==> src/hdl/rvd_pkg.sv <==
// ----------------------------------------------------------------------------
// rvd_pkg: shared definitions for the radix digit formatter
// Widths, character codes, register indexes, sequencer states and the
// symbol lookup used by the formatter core and its sub-blocks.
// ----------------------------------------------------------------------------
`default_nettype none

package rvd_pkg;

    // Sizes of the value, the digits and the characters.
    localparam int WORD_W          = 32;
    localparam int DIGIT_W         = 4;
    localparam int CHAR_W          = 8;
    localparam int RADIX_W         = 5;
    localparam int CFG_W           = 64;
    localparam int CFG_INDEX_W     = 2;
    localparam int MAX_DIGITS      = 32;
    localparam int MAX_SYMBOLS     = 16;
    localparam int SYM_MAP_W       = 2 * CFG_W;

    // The divider retires this many quotient bits per cycle.
    localparam int STEP_BITS       = 8;
    localparam int STEPS_PER_DIGIT = WORD_W / STEP_BITS;
    localparam int STEP_CNT_W      = $clog2(STEPS_PER_DIGIT);

    // Digit store addressing and digit count.
    localparam int ADDR_W          = $clog2(MAX_DIGITS);
    localparam int COUNT_W         = $clog2(MAX_DIGITS + 1);

    // Character and radix constants.
    localparam logic [CHAR_W-1:0]  MINUS_CHAR  = 8'h2D;
    localparam logic [RADIX_W-1:0] RADIX_RESET = 5'd10;
    localparam logic [RADIX_W-1:0] RADIX_MIN   = 5'd2;
    localparam logic [RADIX_W-1:0] RADIX_MAX   = RADIX_W'(MAX_SYMBOLS);

    // Configuration register indexes.
    localparam logic [CFG_INDEX_W-1:0] CFG_RADIX        = 2'd0;
    localparam logic [CFG_INDEX_W-1:0] CFG_SYMBOLS_LOW  = 2'd1;
    localparam logic [CFG_INDEX_W-1:0] CFG_SYMBOLS_HIGH = 2'd2;

    // Sequencer states.
    typedef enum logic [1:0] {
        ST_IDLE,
        ST_DIV,
        ST_EMIT
    } state_t;

    // Write and read controls for the digit store.
    typedef struct packed {
        logic               wr_en;
        logic [ADDR_W-1:0]  wr_addr;
        logic [DIGIT_W-1:0] wr_data;
        logic [ADDR_W-1:0]  rd_addr;
    } store_ctrl_t;

    // Character for a digit value: one byte per digit, digit 0 lowest.
    function automatic logic [CHAR_W-1:0] symbol_for(
        input logic [SYM_MAP_W-1:0] sym_map,
        input logic [DIGIT_W-1:0]   digit
    );
        logic [6:0] base;
        base = {digit, 3'b000};
        return sym_map[base +: CHAR_W];
    endfunction

endpackage

`default_nettype wire

==> src/hdl/rvd_div_step.sv <==
// ----------------------------------------------------------------------------
// rvd_div_step: shared short-division unit
// Divides a partial remainder followed by one byte of the dividend by the
// radix, giving one byte of quotient and the new remainder.
// ----------------------------------------------------------------------------
`default_nettype none

module rvd_div_step
    import rvd_pkg::*;
(
    input  wire logic [DIGIT_W-1:0]   rem_in,
    input  wire logic [STEP_BITS-1:0] bits_in,
    input  wire logic [RADIX_W-1:0]   divisor,
    output logic      [STEP_BITS-1:0] quot_out,
    output logic      [DIGIT_W-1:0]   rem_out
);

    // Restoring division, one bit per step, most significant bit first.
    // The remainder stays below the divisor, so a five-bit trial fits.
    always_comb
    begin
        logic [RADIX_W-1:0] trial;
        logic [DIGIT_W-1:0] rem;
        rem      = rem_in;
        quot_out = '0;
        for (int i = STEP_BITS - 1; i >= 0; i--)
        begin
            trial = {rem, bits_in[i]};
            if (trial >= divisor)
            begin
                trial       = trial - divisor;
                quot_out[i] = 1'b1;
            end
            rem = trial[DIGIT_W-1:0];
        end
        rem_out = rem;
    end

endmodule

`default_nettype wire

==> src/hdl/rvd_digit_store.sv <==
// ----------------------------------------------------------------------------
// rvd_digit_store: digit register file
// Holds the digits of the current value, least significant first, written
// by the divider and read back in reverse order for output.
// ----------------------------------------------------------------------------
`default_nettype none

module rvd_digit_store
    import rvd_pkg::*;
(
    input  wire logic               clk,
    input  wire store_ctrl_t        ctrl,
    output logic      [DIGIT_W-1:0] rd_data
);

    logic [DIGIT_W-1:0] digits_reg [MAX_DIGITS];

    // Write port; contents are undefined until written.
    always_ff @(posedge clk)
    begin
        if (ctrl.wr_en)
        begin
            digits_reg[ctrl.wr_addr] <= ctrl.wr_data;
        end
    end

    // Read port; the core registers the resulting character.
    assign rd_data = digits_reg[ctrl.rd_addr];

endmodule

`default_nettype wire

==> src/hdl/value_to_radix_digits_core.sv <==
// The shared divider splits a value into D digits, retiring 8 quotient bits per cycle;
// the characters then follow, the sign first, each loaded when the output register is
// free or being taken. A new value is accepted only in the idle state, after the last
// character of the previous value has been loaded into the output register.
// Reset clears the sequencer and output valid; radix resets to 10 and symbols to 0.
// The digit store is not cleared and holds nothing until a value is converted.
// ----------------------------------------------------------------------------
// value_to_radix_digits_core: integer to text in a radix of 2 to 16
// Splits an unsigned magnitude into digits by repeated division by the
// radix and emits the characters, a minus sign first when requested.
// ----------------------------------------------------------------------------
`default_nettype none

module value_to_radix_digits_core
    import rvd_pkg::*;
(
    input  wire logic                   clk,
    input  wire logic                   rst_n,
    input  wire logic                   cfg_we,
    input  wire logic [CFG_INDEX_W-1:0] cfg_index,
    input  wire logic [CFG_W-1:0]       cfg_wdata,
    input  wire logic                   in_valid,
    output logic                        in_ready,
    input  wire logic [WORD_W-1:0]      magnitude,
    input  wire logic                   negative,
    output logic                        out_valid,
    input  wire logic                   out_ready,
    output logic      [CHAR_W-1:0]      out_char,
    output logic                        last_char
);

    state_t                  state_reg, state_next;
    logic [RADIX_W-1:0]      radix_reg, radix_next;
    logic [CFG_W-1:0]        sym_low_reg, sym_low_next;
    logic [CFG_W-1:0]        sym_high_reg, sym_high_next;
    logic [WORD_W-1:0]       work_reg, work_next;
    logic [DIGIT_W-1:0]      rem_reg, rem_next;
    logic [RADIX_W-1:0]      divisor_reg, divisor_next;
    logic [STEP_CNT_W-1:0]   step_reg, step_next;
    logic [COUNT_W-1:0]      count_reg, count_next;
    logic [COUNT_W-1:0]      emit_reg, emit_next;
    logic                    sign_reg, sign_next;
    logic                    out_valid_reg, out_valid_next;
    logic [CHAR_W-1:0]       out_char_reg, out_char_next;
    logic                    last_char_reg, last_char_next;

    logic [STEP_BITS-1:0]    quot_bits;
    logic [DIGIT_W-1:0]      rem_step;
    logic [WORD_W-1:0]       work_shift;
    logic [COUNT_W-1:0]      count_inc;
    logic [COUNT_W-1:0]      emit_prev;
    logic [DIGIT_W-1:0]      rd_digit;
    logic [RADIX_W-1:0]      radix_eff;
    logic                    in_accept;
    logic                    last_step;
    logic                    digit_done;
    logic                    quot_zero;
    logic                    load_out;
    logic                    room;
    store_ctrl_t             store_ctrl;

    // Shared division unit, fed one dividend byte per cycle.
    rvd_div_step u_div_step (
        .rem_in   (rem_reg),
        .bits_in  (work_reg[WORD_W-1 -: STEP_BITS]),
        .divisor  (divisor_reg),
        .quot_out (quot_bits),
        .rem_out  (rem_step)
    );

    // Digit register file.
    rvd_digit_store u_digit_store (
        .clk     (clk),
        .ctrl    (store_ctrl),
        .rd_data (rd_digit)
    );

    // Helper terms for the sequencer and the datapath.
    assign work_shift = {work_reg[WORD_W-STEP_BITS-1:0], quot_bits};
    assign last_step  = (step_reg == STEP_CNT_W'(STEPS_PER_DIGIT - 1));
    assign quot_zero  = (work_shift == '0);
    assign room       = (count_reg < COUNT_W'(MAX_DIGITS));
    assign count_inc  = room ? (count_reg + COUNT_W'(1)) : count_reg;
    assign emit_prev  = emit_reg - COUNT_W'(1);
    assign in_accept  = in_valid && in_ready;

    // Radix clamped to the alphabet.
    always_comb
    begin
        if (radix_reg < RADIX_MIN)
        begin
            radix_eff = RADIX_MIN;
        end
        else if (radix_reg > RADIX_MAX)
        begin
            radix_eff = RADIX_MAX;
        end
        else
        begin
            radix_eff = radix_reg;
        end
    end

    // Next state.
    always_comb
    begin
        state_next = state_reg;
        case (state_reg)
            ST_IDLE:
            begin
                if (in_valid)
                begin
                    state_next = ST_DIV;
                end
            end
            ST_DIV:
            begin
                if (last_step && quot_zero)
                begin
                    state_next = ST_EMIT;
                end
            end
            ST_EMIT:
            begin
                if (load_out && !sign_reg && (emit_reg == COUNT_W'(1)))
                begin
                    state_next = ST_IDLE;
                end
            end
            default:
            begin
                state_next = ST_IDLE;
            end
        endcase
    end

    // Sequencer outputs.
    always_comb
    begin
        in_ready   = 1'b0;
        digit_done = 1'b0;
        load_out   = 1'b0;
        case (state_reg)
            ST_IDLE:
            begin
                in_ready = 1'b1;
            end
            ST_DIV:
            begin
                digit_done = last_step;
            end
            ST_EMIT:
            begin
                load_out = !out_valid_reg || out_ready;
            end
            default:
            begin
                in_ready = 1'b0;
            end
        endcase
    end

    // Digit store controls: write the finished digit, read the next to emit.
    always_comb
    begin
        store_ctrl.wr_en   = digit_done && room;
        store_ctrl.wr_addr = count_reg[ADDR_W-1:0];
        store_ctrl.wr_data = rem_step;
        store_ctrl.rd_addr = emit_prev[ADDR_W-1:0];
    end

    // Configuration writes; an unused index is ignored.
    always_comb
    begin
        radix_next    = radix_reg;
        sym_low_next  = sym_low_reg;
        sym_high_next = sym_high_reg;
        if (cfg_we)
        begin
            case (cfg_index)
                CFG_RADIX:        radix_next    = cfg_wdata[RADIX_W-1:0];
                CFG_SYMBOLS_LOW:  sym_low_next  = cfg_wdata;
                CFG_SYMBOLS_HIGH: sym_high_next = cfg_wdata;
                default:          radix_next    = radix_reg;
            endcase
        end
    end

    // Division and emission datapath.
    always_comb
    begin
        work_next      = work_reg;
        rem_next       = rem_reg;
        divisor_next   = divisor_reg;
        step_next      = step_reg;
        count_next     = count_reg;
        emit_next      = emit_reg;
        sign_next      = sign_reg;
        out_char_next  = out_char_reg;
        last_char_next = last_char_reg;

        if (in_accept)
        begin
            work_next    = magnitude;
            rem_next     = '0;
            divisor_next = radix_eff;
            step_next    = '0;
            count_next   = '0;
            sign_next    = negative;
        end

        if (state_reg == ST_DIV)
        begin
            work_next = work_shift;
            rem_next  = rem_step;
            step_next = step_reg + STEP_CNT_W'(1);
            if (last_step)
            begin
                rem_next   = '0;
                count_next = count_inc;
                emit_next  = count_inc;
            end
        end

        if (load_out)
        begin
            if (sign_reg)
            begin
                out_char_next  = MINUS_CHAR;
                last_char_next = 1'b0;
                sign_next      = 1'b0;
            end
            else
            begin
                out_char_next  = symbol_for({sym_high_reg, sym_low_reg}, rd_digit);
                last_char_next = (emit_reg == COUNT_W'(1));
                emit_next      = emit_prev;
            end
        end
    end

    // Output register valid: set on load, cleared once the character is taken.
    always_comb
    begin
        out_valid_next = out_valid_reg;
        if (load_out)
        begin
            out_valid_next = 1'b1;
        end
        else if (out_ready)
        begin
            out_valid_next = 1'b0;
        end
    end

    // Control and configuration registers.
    always_ff @(posedge clk or negedge rst_n)
    begin
        if (!rst_n)
        begin
            state_reg     <= ST_IDLE;
            radix_reg     <= RADIX_RESET;
            sym_low_reg   <= '0;
            sym_high_reg  <= '0;
            step_reg      <= '0;
            count_reg     <= '0;
            emit_reg      <= '0;
            sign_reg      <= 1'b0;
            out_valid_reg <= 1'b0;
        end
        else
        begin
            state_reg     <= state_next;
            radix_reg     <= radix_next;
            sym_low_reg   <= sym_low_next;
            sym_high_reg  <= sym_high_next;
            step_reg      <= step_next;
            count_reg     <= count_next;
            emit_reg      <= emit_next;
            sign_reg      <= sign_next;
            out_valid_reg <= out_valid_next;
        end
    end

    // Payload registers.
    always_ff @(posedge clk)
    begin
        work_reg      <= work_next;
        rem_reg       <= rem_next;
        divisor_reg   <= divisor_next;
        out_char_reg  <= out_char_next;
        last_char_reg <= last_char_next;
    end

    assign out_valid = out_valid_reg;
    assign out_char  = out_char_reg;
    assign last_char = last_char_reg;

endmodule

`default_nettype wire
==> config.mk <==
export PLATFORM = sky130hd
export DESIGN_NAME = value_to_radix_digits_core
export DESIGN_NICKNAME = d
export VERILOG_FILES = /design/src/hdl/rvd_pkg.sv /design/src/hdl/rvd_div_step.sv /design/src/hdl/rvd_digit_store.sv /design/src/hdl/value_to_radix_digits_core.sv
export SDC_FILE = /design/constraint.sdc
export NUM_CORES = 1
export LEC_CHECK = 0
export ABC_AREA = 1
export BUFFER_PORTS_ARGS = -buffer_cell sky130_fd_sc_hd__buf_2
export CAP_MARGIN = 20
export CELL_PAD_IN_SITES_DETAIL_PLACEMENT = 0
export CELL_PAD_IN_SITES_GLOBAL_PLACEMENT = 1
export CORE_ASPECT_RATIO = 1.4
export CORE_UTILIZATION = 42
export DETAILED_ROUTE_END_ITERATION = 8
export GPL_TIMING_DRIVEN = 1
export PLACE_DENSITY_LB_ADDON = 0.1
export SLEW_MARGIN = 5
export SYNTH_ARGS = -nofsm -noshare
export SYNTH_HDL_FRONTEND = slang
export SYNTH_SLANG_ARGS = --single-unit
==> constraint.sdc <==
create_clock -name clk -period 10.6 [get_ports clk]
set_clock_uncertainty 0.05 [all_clocks]
set_input_delay 0.53 -clock clk [delete_from_list [all_inputs] [get_ports clk]]
set_output_delay 0.53 -clock clk [all_outputs]
set_load 0.01 [all_outputs]
==> results.md <==
- Status: complete, but fails checks
- Failing checks: negative hold slack
- Asr flop ratio synth: 0.459
- CP max-delay cell: edfxtp_1
- Vias in the first global route: 12.9k
- Initial antenna violation count: 1
- Largest fanout on the critical path: 16
- Clock transition at path regs: 0.06 ns
- Most common flop cell mapped by yosys: edfxtp_1
- Max reg flops: 128
- Peak Freq: 98.3 MHz
- EDFF count, synth: 178
- CTS tree: yes
- Mapped cell area: 16500 µm²
- Yosys reg bits: 329
- Share of cells above drive strength 1: 0.187
- Final HPWL DP: 29600 µm
- Final setup viols: 0
- Critical path startpoint category: flip-flop
- Hold Path Class: in2async
- Starting Density: 0.427
- Synth Area per Inst: 9.00 µm²
- Sequential area share after synthesis: 0.554
- Synth warn: 0
- Worst hold slack: -0.000700 ns
- PortBufs: 114
- DR pass1 iterations: 7
- Post-Route WL: 44900 µm
- FF-to-FF path depth: 69
- Worst-Skew Late Latency: 0.54 ns
- Cells after Synth: 1831
- Clock Sinks: 329
- H-tree depth: 2
- Die X: 169 µm
- Root buffer cell: clkbuf_16
- Die ar.: 40100 µm²
- Final Hold Fails: 1
- Grt ovf: 0
- ANT nets after route: 0
- Routed WL per cell: 17.7 µm
- Via count: 13.0k
- Final period util: 0.960
- CTS Buf Count: 35
- Syn_nets: 1990
- Tmin final: 10.18 ns
- WP data required: 10.83 ns
- P&R area growth vs syn: 19.7%
- Vias per cell: 5.13
- CP Data Arrival Time: 10.40 ns
- Placed cell areas: 17700 µm²
- Crit-path max cell delay: 0.40 ns
- Std-Cell Rows: 85
- Drc violations: 0
- Finished Cell Area: 19700 µm²
- Diode count: 0
- Routability Congestion: 0.844
- 1st-iter DRT viols: 780
- Total GRT Usage: 0.225
- First-pass GRT wire length: 69400 µm
- Layout filler cell count: 3707
- # hold bufs at CTS: 0
- Bufs on Longest Clock Path: 3
- Core area: 38600 µm²
- MaxCap Viol Count: 0
- Post-layout nets: 2149
- Worst setup EP type: flip-flop
- Worst Tran Pin Value: 1.02 ns
- Top Ports: 115
- Largest net degree at the start of global routing: 111
- Die height: 236 µm
- Crit Path Category: reg2reg
- Cell mode on critical path: nand2_2
- Layout Utilization: 0.511
- Netlist cell types: 47
- Max-slew violation count: 0
- Slew margin rel.: 0.318
-- cell usage after synthesis (3+ instances only) --
library cell / count / area share
buf_4: 13 / 0.0059
dfrtp_1: 149 / 0.23
nand2_1: 504 / 0.11
o211ai_1: 12 / 0.0055
a21oi_2: 4 / 0.0021
edfxtp_1: 178 / 0.32
inv_1: 204 / 0.046
o21a_1: 3 / 0.0014
o21ai_0: 182 / 0.055
nand3b_1: 29 / 0.013
nand3_1: 204 / 0.062
inv_2: 5 / 0.0011
a22oi_1: 4 / 0.0018
a31oi_1: 7 / 0.0027
nand2_2: 6 / 0.0023
nor4_1: 3 / 0.0011
xnor2_1: 5 / 0.0027
clkbuf_1: 44 / 0.010
nor2_1: 59 / 0.013
fa_1: 8 / 0.0097
nand4_1: 9 / 0.0034
o31ai_1: 5 / 0.0023
clkinv_1: 4 / 0.00091
xor2_1: 9 / 0.0048
a21oi_1: 49 / 0.015
buf_2: 22 / 0.0067
or2_2: 7 / 0.0027
buf_6: 8 / 0.0055
ha_1: 47 / 0.036
o21ai_1: 19 / 0.0058
nor3_1: 7 / 0.0021
-- area by class of cell --
class,count,area [µm²],area share
sequential,329,9130,0.463
multi-input combinational,1201,6560,0.332
timing repair buffer,208,1380,0.0701
clock buffer,50,1000,0.0509
inverter,213,816,0.0413
tap,522,653,0.0331
clock inverter,14,178,0.00900
timing repair inverter,2,12.5,0.000634
-- routing by layer --
metal  vias up  track usage  wire, µm
met5         -            0        11
met2       239        0.410     23600
met4         2       0.0677      1180
li1       6419            -         -
met1      6294        0.277     18700
met3        73       0.0225      1350
-- stage by stage --
| step | instances | setup TNS (ns) | hold slack (ns) | setup slack, ns |
|---|---|---|---|---|
| floorplan | 1831 | 0 | 0.184 | 0.0184 |
| global placement | 2429 | -11.86 | 0.408 | -0.229 |
| detailed placement | 2429 | -71.76 | 0.416 | -0.713 |
| CTS | 2517 | 0 | 0.0465 | 0.0160 |
| global route | 2539 | -19.79 | 0.0607 | -0.196 |
| finish | 2539 | 0 | -0.000700 | 0.425 |
-- path summary, 6_finish.rpt --
path / start / endpoint / slack (ns)
max in group asynchronous: rst_n / sym_high_reg[26] / 9.10
hold reg to reg: sym_low_reg[23] / sym_low_reg[23] / 0.43
hold / removal: rst_n / sym_low_reg[56] / -0.0007
min in group clk: cfg_wdata[31] / sym_low_reg[31] / 0.21
setup / recovery: rem_reg[0] / u_digit_store.digits_reg[11][2] / 0.42
setup reg to reg: rem_reg[0] / u_digit_store.digits_reg[11][2] / 0.42
-- critical path: cells and delay by family, from the launching register on --
kind	cells	cell delay, ns
AND/OR/NAND/NOR	19	1.58
multiplexers	1	0.26
AO/OA/AOI/OAI	25	3.79
flip-flops	1	0.40
buffers and inverters	16	1.71
adder cells (fa/ha/maj)	8	2.09
-- what timing repair did --
action / 4_1_cts / 5_1_grt
cloned: 3 / 0
setup endpoints to repair: 135 / 135
pin swaps: 17 / 45
gates resized for setup: 30 / 87
hold endpoints to repair: 0 / 0
buffers inserted: 21 / 22
-- cells in the final DEF (no fill, tap or decap), drive strengths merged, types with 2 or more instances in the layout --
master	netlist	final
a41oi	2	2
fa	8	8
nand3	206	206
nor4	3	3
a22oi	4	4
dfstp	2	2
nand3b	29	29
nor2	59	59
ha	47	47
a21oi	53	53
bufinv	0	3
a21o	2	2
xor2	10	10
edfxtp	178	178
and2	2	2
a31oi	7	7
clkinv	4	10
o21ai	202	202
clkbuf	44	50
or2	7	7
clkinvlp	0	3
o21a	3	3
nand4	9	9
o22ai	2	2
nand2	511	511
o31ai	5	5
dfrtp	149	149
buf	44	208
xnor2	5	5
inv	209	213
o211ai	12	12
nor3	7	7
-- logic make-up after synthesis --
group / synth area share
buffers and inverters: 0.0768
and+or+nand+nor: 0.218
adders and majority gates: 0.0454
xor gates and xnor gates: 0.00842
DFF: 0.554
muxes: 0.000607
AOI/OAI and AO/OA: 0.0973
Power is left out: the tool's default activity adds up to more than one toggle a clock period on the data nets, which glitch-free logic cannot reach.
